<file path="src/opm_ram.sv">
// Generic single-port-write, single-port-read RAM with registered read.
module opm_ram #(
  parameter int unsigned Width = 8,
  parameter int unsigned Depth = 256
) (
  input  logic                     clk_i,
  input  logic                     we_i,
  input  logic [$clog2(Depth)-1:0] waddr_i,
  input  logic [Width-1:0]         wdata_i,
  input  logic [$clog2(Depth)-1:0] raddr_i,
  output logic [Width-1:0]         rdata_o
);
  logic [Width-1:0] mem_q [Depth];

  always_ff @(posedge clk_i) begin
    if (we_i) mem_q[waddr_i] <= wdata_i;
    rdata_o <= mem_q[raddr_i];
  end
endmodule

</file>
<file path="config.mk">
export PLATFORM = sky130hd
export DESIGN_NAME = opm_ram
export DESIGN_NICKNAME = d
export VERILOG_FILES = /design/src/opm_ram.sv
export SDC_FILE = /design/constraint.sdc
export NUM_CORES = 2
export LEC_CHECK = 0
export ABC_AREA = 1
export BUFFER_PORTS_ARGS = -buffer_cell sky130_fd_sc_hd__buf_2
export CAP_MARGIN = 20
export CORE_ASPECT_RATIO = 1.25
export CORE_MARGIN = 8
export CORE_UTILIZATION = 35
export DETAILED_ROUTE_END_ITERATION = 6
export MAX_ROUTING_LAYER = met4
export PLACE_DENSITY = 0.5
export SYNTH_ARGS = -nofsm -noshare
export SYNTH_HDL_FRONTEND = slang
export SYNTH_SLANG_ARGS = --single-unit
</file>
<file path="constraint.sdc">
create_clock -name clk_i -period 4.6 [get_ports clk_i]
set_input_delay 1.38 -clock clk_i [delete_from_list [all_inputs] [get_ports clk_i]]
set_output_delay 1.38 -clock clk_i [all_outputs]
set_load 0.005 [all_outputs]
</file>
==> metrics.yaml <==
status: "finished clean"
syn_inst: 7003
nets: 7170
register_area_sq_um: 61700
ir_worst_vdd_uv: 404
muxShareOfSynthArea: 0
synth_area_leaders: "edfxtp_1 (74%), nand3_1 (12%), nand2_1 (9.6%)"
hold_slack_ps: 978
die_y_um: 562
grt_max_degree: 140
tightest_slew_ps: 1300
gp_congestion: 0.852
clk_latency_ps: 860
port_buffers: 33
start_kind: "primary input"
syn_area_per_cell_sq_um: 11.9
drc: 0
dr_wl_met2_mm: 127
drive_above_1_share: 0.0975
synth_cell_type_count: 14
synth_ff_type: "edfxtp_1"
synthMostInstantiatedCell: "nand2_1"
die_w_um: 453
die_area_sq_um: 254000
setup_violations: 0
drtAntennaViolNets: 0
wl_met3_mm: 13.2
timing.fmax_ghz: 0.275
ys_seq_elements: 2056
synth-edff-count: 2048
yosysWarnings: 0
final_hold_viol_count: 0
yosysSeqAreaShare: 0.739
maxCapViolCount: 0
design.core.area_sq_um: 237000
yosys.area.top_type_share: 0.737
required_ps: 5400
multi_input_comb_area_sq_um: 19200
crit_top_cell: "nand3_1"
synth_top_family_by_area: "simple AND/OR/NAND/NOR gates"
h-tree-depth: 4
netlist_area_sq_um: 83400
crit_chain: "buf_8 -> inv_16 -> buf_4 -> buf_12 -> nand2_1 -> nand3_1 -> nand3_1 -> nand3_1 -> nand3_1 -> nand3_1 -> nand3_1 -> nand2_1 -> nand2_1 -> nand2_1"
area_growth_pct: 14.5
firstDrtPassIters: 6
async_flop_share: 0
synth_nets: 7029
cts_buffers: 204
p_total_uw: 39800
cp_data_arrival_time_ps: 4430
grt-ovfl-total: 0
drtIter0Drc: 5186
start_util: 0.352
post_drt_wl_per_cell_um: 24.5
layout_worst_path_cycle_share: 0.789
ys_top_cells_by_count: "nand2_1 (2123), edfxtp_1 (2048), nand3_1 (2019), nor2_1 (283), buf_2 (268)"
synth-compound-area-share: 0
num_rows: 200
grt_usage: 0.201
post-route-min-period_ps: 3630
crit_start: "raddr_i[0]"
worst-path-max-fanout: 80
synthAdderAreaFrac: 0
fill_cells: 22600
clockBufferDepth: 3
critPathSlowestCell: "buf_4"
slowest_delay_ps: 370
tns_ps: 0
clkTransAtPathRegs_ps: 60
rsz0062_at_grt: "false"
p_per_area_nw_per_um2: 416
grt_pass1_vias: 53000
cts_resized: 0
ioPinCount: 34
grt_pass1_wl_mm: 373
cts_tree: "yes"
min-delay-path-class: "in2reg"
maxSlewHeadroom: 0.135
drt-met1-wl_mm: 106
synth_xor_area_frac: 0
hpwlAfterDp_mm: 154
cp-end-kind: "flip-flop"
antenna_found_initial: 6
final_cell_area_sq_um: 95500
static-leakage-power_uw: 0.0332
routed_wl_mm: 256
min-delay-start: "wdata_i[7]"
post_cts_buffers: 0
final-instance-count-excl-fill: 10500
synthSimpleGateAreaFrac: 0.229
place_area_sq_um: 89000
clock-root-buffer: "clkbuf_16"
num_vias: 54600
dr.max_layer_used: "met4"
dp.cells: 10100
vias_per_cell: 5.22
ctsHoldBuffers: 0
synth_largest_area_cell: "edfxtp_1"
cts_sinks: 2056
critPathKind: "in2reg"
fin_skew_ps: 42.2
r2r-start: "mem_q[108][2]$_DFFE_PP_"
slew_viol_final: 0
==> where the power goes <==
part | switching [uW] | leakage (uW) | internal (uW)
Clock | 7190 | 0.00318 | 9380
Sequential | 23.3 | 0.0185 | 20600
Combinational | 1910 | 0.0115 | 636
==> cell families after synthesis <==
kind of cell,after synthesis
flops,2056
simple gates,4425
buf+inv,522
==> worst paths after layout <==
kind / to / slack (ps) / depth (start not counted)
worst max-delay path: rdata_o[6]$_DFF_P_ / 970 / 14
worst min-delay path: mem_q[158][7]$_DFFE_PP_ / 980 / 1
worst max register to register: rdata_o[2]$_DFF_P_ / 2480 / 10
worst min register to register: rdata_o[1]$_DFF_P_ / 1060 / 10
==> layout make-up <==
type / count / area share
flip-flops and latches: 2056 / 0.645
multi-input cells: 4425 / 0.201
clock buffers: 253 / 0.0561
repair buffers: 418 / 0.0423
well taps: 3131 / 0.0410
clock inverters: 119 / 0.0124
inverters: 39 / 0.00189
diodes: 9 / 0.000236
==> registers in the layout (all words and copies together), names as in the netlist <==
register and cells:
mem_q 2048, rdata_o 8
==> placed cells by master, fill, tap and decap left out, types with 9 or more instances in the layout <==
master,count
nand2_2,9
buf_12,69
clkbuf_1,44
bufinv_16,20
clkbuf_16,206
edfxtp_1,2048
buf_2,20
nor2_1,283
buf_4,317
diode_2,9
buf_8,11
clkinv_2,32
inv_1,34
clkinv_1,47
nand3_1,2019
nand2_1,2114
==> metal layers <==
layer | vias up | track usage
met1 | 27400 | 0.255
met3 | 393 | 0.0276
li1 | 25200 | -
met5 | - | -
met4 | 0 | 0.0675
met2 | 1620 | 0.334
==> per-stage QoR <==
| stage | setup slack, ps | util |
|---|---|---|
| 2_1_floorplan | 1730 | - |
| 3_3_place_gp | 140 | 0.375 |
| 3_5_place_dp | 133 | 0.375 |
| 4_1_cts | 1080 | 0.403 |
| 5_1_grt | 918 | 0.403 |
| 6_report | 970 | 0.403 |
==> critical path, delay by kind of cell <==
kind	cells	cell delay, ps
buf+inv	4	1180
simple gates	10	1700
Power figures use the tool's default switching activity.
