===== config.mk =====
export PLATFORM = sky130hd
export DESIGN_NAME = opm_divider
export DESIGN_NICKNAME = d
export VERILOG_FILES = /design/src/opm_divider.sv
export SDC_FILE = /design/constraint.sdc
export NUM_CORES = 1
export LEC_CHECK = 0
export BUFFER_PORTS_ARGS = -buffer_cell sky130_fd_sc_hd__buf_2
export CORE_MARGIN = 2
export CORE_UTILIZATION = 35
export CTS_CLUSTER_SIZE = 10
export DETAILED_ROUTE_END_ITERATION = 10
export GPL_TIMING_DRIVEN = 0
export SLEW_MARGIN = 20
export SYNTH_ARGS = -nofsm -noshare
export SYNTH_HDL_FRONTEND = slang
export SYNTH_SLANG_ARGS = --single-unit

===== constraint.sdc =====
create_clock -name clk_i -period 3.72 [get_ports clk_i]
set_input_delay 1.116 -clock clk_i [delete_from_list [all_inputs] [get_ports clk_i]]
set_output_delay 1.116 -clock clk_i [all_outputs]
set_load 0.005 [all_outputs]

===== src/opm_divider.sv =====
// Restoring divider: 16-bit dividend by 8-bit divisor, one bit a cycle.
module opm_divider (
  input  logic        clk_i,
  input  logic        rst_ni,
  input  logic        start_i,
  input  logic [15:0] dividend_i,
  input  logic [7:0]  divisor_i,
  output logic        done_o,
  output logic [7:0]  quot_o
);
  logic [15:0] quo_q, quo_d;
  logic [8:0]  rem_q, rem_d;
  logic [7:0]  div_q;
  logic [4:0]  cnt_q, cnt_d;
  logic        busy_q, busy_d;
  logic [9:0]  trial;

  always_comb begin
    quo_d  = quo_q;
    rem_d  = rem_q;
    cnt_d  = cnt_q;
    busy_d = busy_q;
    trial  = {rem_q, quo_q[15]} - {2'b00, div_q};
    if (start_i) begin
      quo_d  = dividend_i;
      rem_d  = '0;
      cnt_d  = 5'd16;
      busy_d = 1'b1;
    end else if (busy_q) begin
      if (!trial[9]) begin
        rem_d = trial[8:0];
        quo_d = {quo_q[14:0], 1'b1};
      end else begin
        rem_d = {rem_q[7:0], quo_q[15]};
        quo_d = {quo_q[14:0], 1'b0};
      end
      cnt_d = cnt_q - 5'd1;
      if (cnt_q == 5'd1) busy_d = 1'b0;
    end
  end

  always_ff @(posedge clk_i or negedge rst_ni) begin
    if (!rst_ni) begin
      busy_q <= 1'b0;
      cnt_q  <= '0;
    end else begin
      busy_q <= busy_d;
      cnt_q  <= cnt_d;
    end
  end

  always_ff @(posedge clk_i) begin
    quo_q <= quo_d;
    rem_q <= rem_d;
    if (start_i) div_q <= divisor_i;
  end

  // quotient valid once the iterations are over
  assign done_o = !busy_q;
  assign quot_o = quo_q[7:0];
endmodule


==> flow_metrics.tcl <==
set metrics [dict create \
    setup_tns_ns 0 \
    numCtsBuffers 5 \
    place_inst 304 \
    netlist_top_cells_count "edfxtp_1 (24), inv_1 (16), nor2_1 (16)" \
    drive_above_1_share 0.304 \
    hold_viol 0 \
    setup_violations 0 \
    synth.area.top_cells "edfxtp_1 (34%), dfxtp_1 (8.5%), mux2_2 (7.9%)" \
    synth-async-reset-ratio 0.154 \
    wire_per_inst_um 13.9 \
    cts_resized 0 \
    initial_core_util 0.360 \
    startpoint "start_i" \
    status "finished clean" \
    synth_top_area_frac 0.338 \
    setup.worst_path.class "primary input to register" \
    gr-total-overflow 0 \
    peakVddDrop_mv 0.235 \
    grt_first_pass_wirelength_um 6990 \
    clockRootBuffer "clkbuf_8" \
    syn_area_um2 2130 \
    insertion_delay_ns 0.29 \
    syn_area_per_cell_um2 11.0 \
    synth-edff-count 24 \
    clock_path_buffers 2 \
    cp_slowest_stage_delay_ns 0.56 \
    slew_violations 0 \
    synth_seq_cells 39 \
    min_period_ns 2.68 \
    drc 0 \
    slowest_stage "nand2_1" \
    cts_htree_levels 2 \
    viasPerCell 5.05 \
    synth_top_area_cell "edfxtp_1" \
    endpoint_kind "register" \
    p_leak_nw 1.04 \
    synthDistinctLibCells 45 \
    maxSlewHeadroom 0.540 \
    grt_max_degree 17 \
    cts_tree "yes" \
    clock-sinks 39 \
    path_delay_family "buffers and inverters" \
    gp_congestion 0.773 \
    clock_skew_ns 0.00531 \
    die_h_um 82.1 \
    die_area_um2 6730 \
    drt-initial-drc-count 71 \
    cp_max_fo 16 \
    worst_pin_slew_ns 0.688 \
    core-area_um2 5920 \
    dpl.hpwl_um 3170 \
    final_net_count 274 \
    worstPathCellList "buf_2, buf_1, inv_1, nand2_1" \
    worst_setup_path_start_kind "primary input" \
    yosys_warnings 0 \
    fp.dieW_um 82.1 \
    powerDensity_nw_per_um2 600 \
    finalPower_mw 1.49 \
    via_count 1576 \
    synth_nets 232 \
    netlist_instances 194 \
    diodes 0 \
    min_period_over_period 0.720 \
    finalNonFillerCells 312 \
    yosysMostFrequentCell "edfxtp_1" \
    drt_first_pass_iters 4 \
    cts_setup_buffers 0 \
    antenna_found_initial 0 \
    ant_nets 0 \
    rows 28 \
    path_buf_inv 3 \
    syn_to_final_growth_pct 16.6 \
    hp-start "rem_q[4]$_SDFFE_PP0P_" \
    io_buffers 35 \
    clk_pin_slew_ns 0.08 \
    fmax_mhz 373 \
    hold_path_class "register to register" \
    ys_seq_area_frac 0.493 \
    grtUsageTotal 0.142 \
    worstPathArrival_ns 2.61 \
    r2r_start "rem_q[3]$_SDFFE_PP0P_" \
    crit_required_ns 3.65 \
    holdBufCountCts 0 \
    io_pins 36 \
    grt_setup_unrepaired "no" \
    ys.flop_type "edfxtp_1" \
    grt_pass1_vias 1487 \
    drt-total-wl_um 4340 \
    nFillCells 568 \
    max_cap_viol_count 0 \
]
report_power, final:
group | switching [mW] | leakage, nW | internal, mW | total (mW)
logic | 0.306 | 0.606 | 0.267 | 0.573
clock network | 0.156 | 0.0412 | 0.131 | 0.287
registers | 0.0698 | 0.393 | 0.563 | 0.633
layout by cell type, fill, tap and decap left out, types with 4 or more instances in the layout:
cell type	synthesis	routed
a311oi_1	7	7
buf_2	2	37
buf_4	8	8
clkbuf_8	0	5
dfrtp_1	6	6
dfxtp_1	9	9
edfxtp_1	24	24
ha_1	10	10
inv_1	16	16
mux2_2	15	15
nand2_1	8	8
nand3_1	5	5
nor2_1	16	16
nor3_1	6	6
o21ai_0	15	15
xnor2_1	4	4
worst register-to-register path: stages, from the launching register on:
cell and delay (ns):
dfxtp_1 0.34, ha_1 0.38, a21oi_1 0.24, o221ai_2 0.16, o21a_1 0.23, or4b_1 0.56, a311oi_1 0.28
through the flow:
stage / utilization / worst slack, ns / instance area, um^2 / hold slack (ns)
2_1_floorplan: - / 1.42 / 2130 / 0.474
3_3_place_gp: 0.406 / 0.744 / 2400 / 0.508
3_5_place_dp: 0.406 / 0.695 / 2400 / 0.505
4_1_cts: 0.420 / 1.01 / 2490 / 0.515
5_1_grt: 0.420 / 0.895 / 2490 / 0.550
6_report: 0.420 / 1.04 / 2490 / 0.518
final cells by class:
class	instances	area, um^2	area share
Clock buffer	6	72.6	0.0292
Clock inverter	2	12.5	0.00503
Multi-Input combinational cell	123	928	0.373
Tap cell	75	93.8	0.0377
Inverter	17	63.8	0.0257
Timing Repair Buffer	35	175	0.0705
Sequential cell	39	1050	0.423
Buffer	15	88.8	0.0357
per-layer routing:
metal / part of all wire / wire [um] / vias to the layer above / global-route usage
li1: - / - / 797 / -
met5: 0 / 0 / - / 0
met4: 0.019 / 82 / 0 / 0.0800
met2: 0.49 / 2110 / 32 / 0.231
met3: 0.036 / 158 / 8 / 0.0286
met1: 0.46 / 1990 / 739 / 0.176
cell families (layout without fill, tap and decap cells):
logic type / after synthesis / after routing / synth area share
AND/OR/NAND/NOR: 51 / 51 / 0.124
AO/OA/AOI/OAI: 41 / 41 / 0.143
flip-flops: 39 / 39 / 0.493
buffers and inverters: 32 / 75 / 0.0716
multiplexers: 15 / 15 / 0.0792
adder cells (fa/ha/maj): 11 / 11 / 0.0681
XOR/XNOR: 5 / 5 / 0.0205
registers in the layout (all words and copies together) (netlist names):
name	flops
div_q	8
cnt_q	5
quo_q	16
busy_q	1
rem_q	9
final timing paths:
check / slack, ns / depth (start not counted) / to
worst max-delay path: 1.04 / 4 / quo_q[15]$_DFFE_PP_
worst min-delay path: 0.52 / 2 / rem_q[4]$_SDFFE_PP0P_
worst max register to register: 1.44 / 6 / rem_q[7]$_SDFFE_PP0P_
worst min register to register: 0.52 / 2 / rem_q[4]$_SDFFE_PP0P_
max in group asynchronous: 2.94 / 1 / busy_q$_DFF_PN0_
min in group asynchronous: 0.63 / 1 / cnt_q[3]$_DFFE_PN0P_
Power figures use the tool's default switching activity.
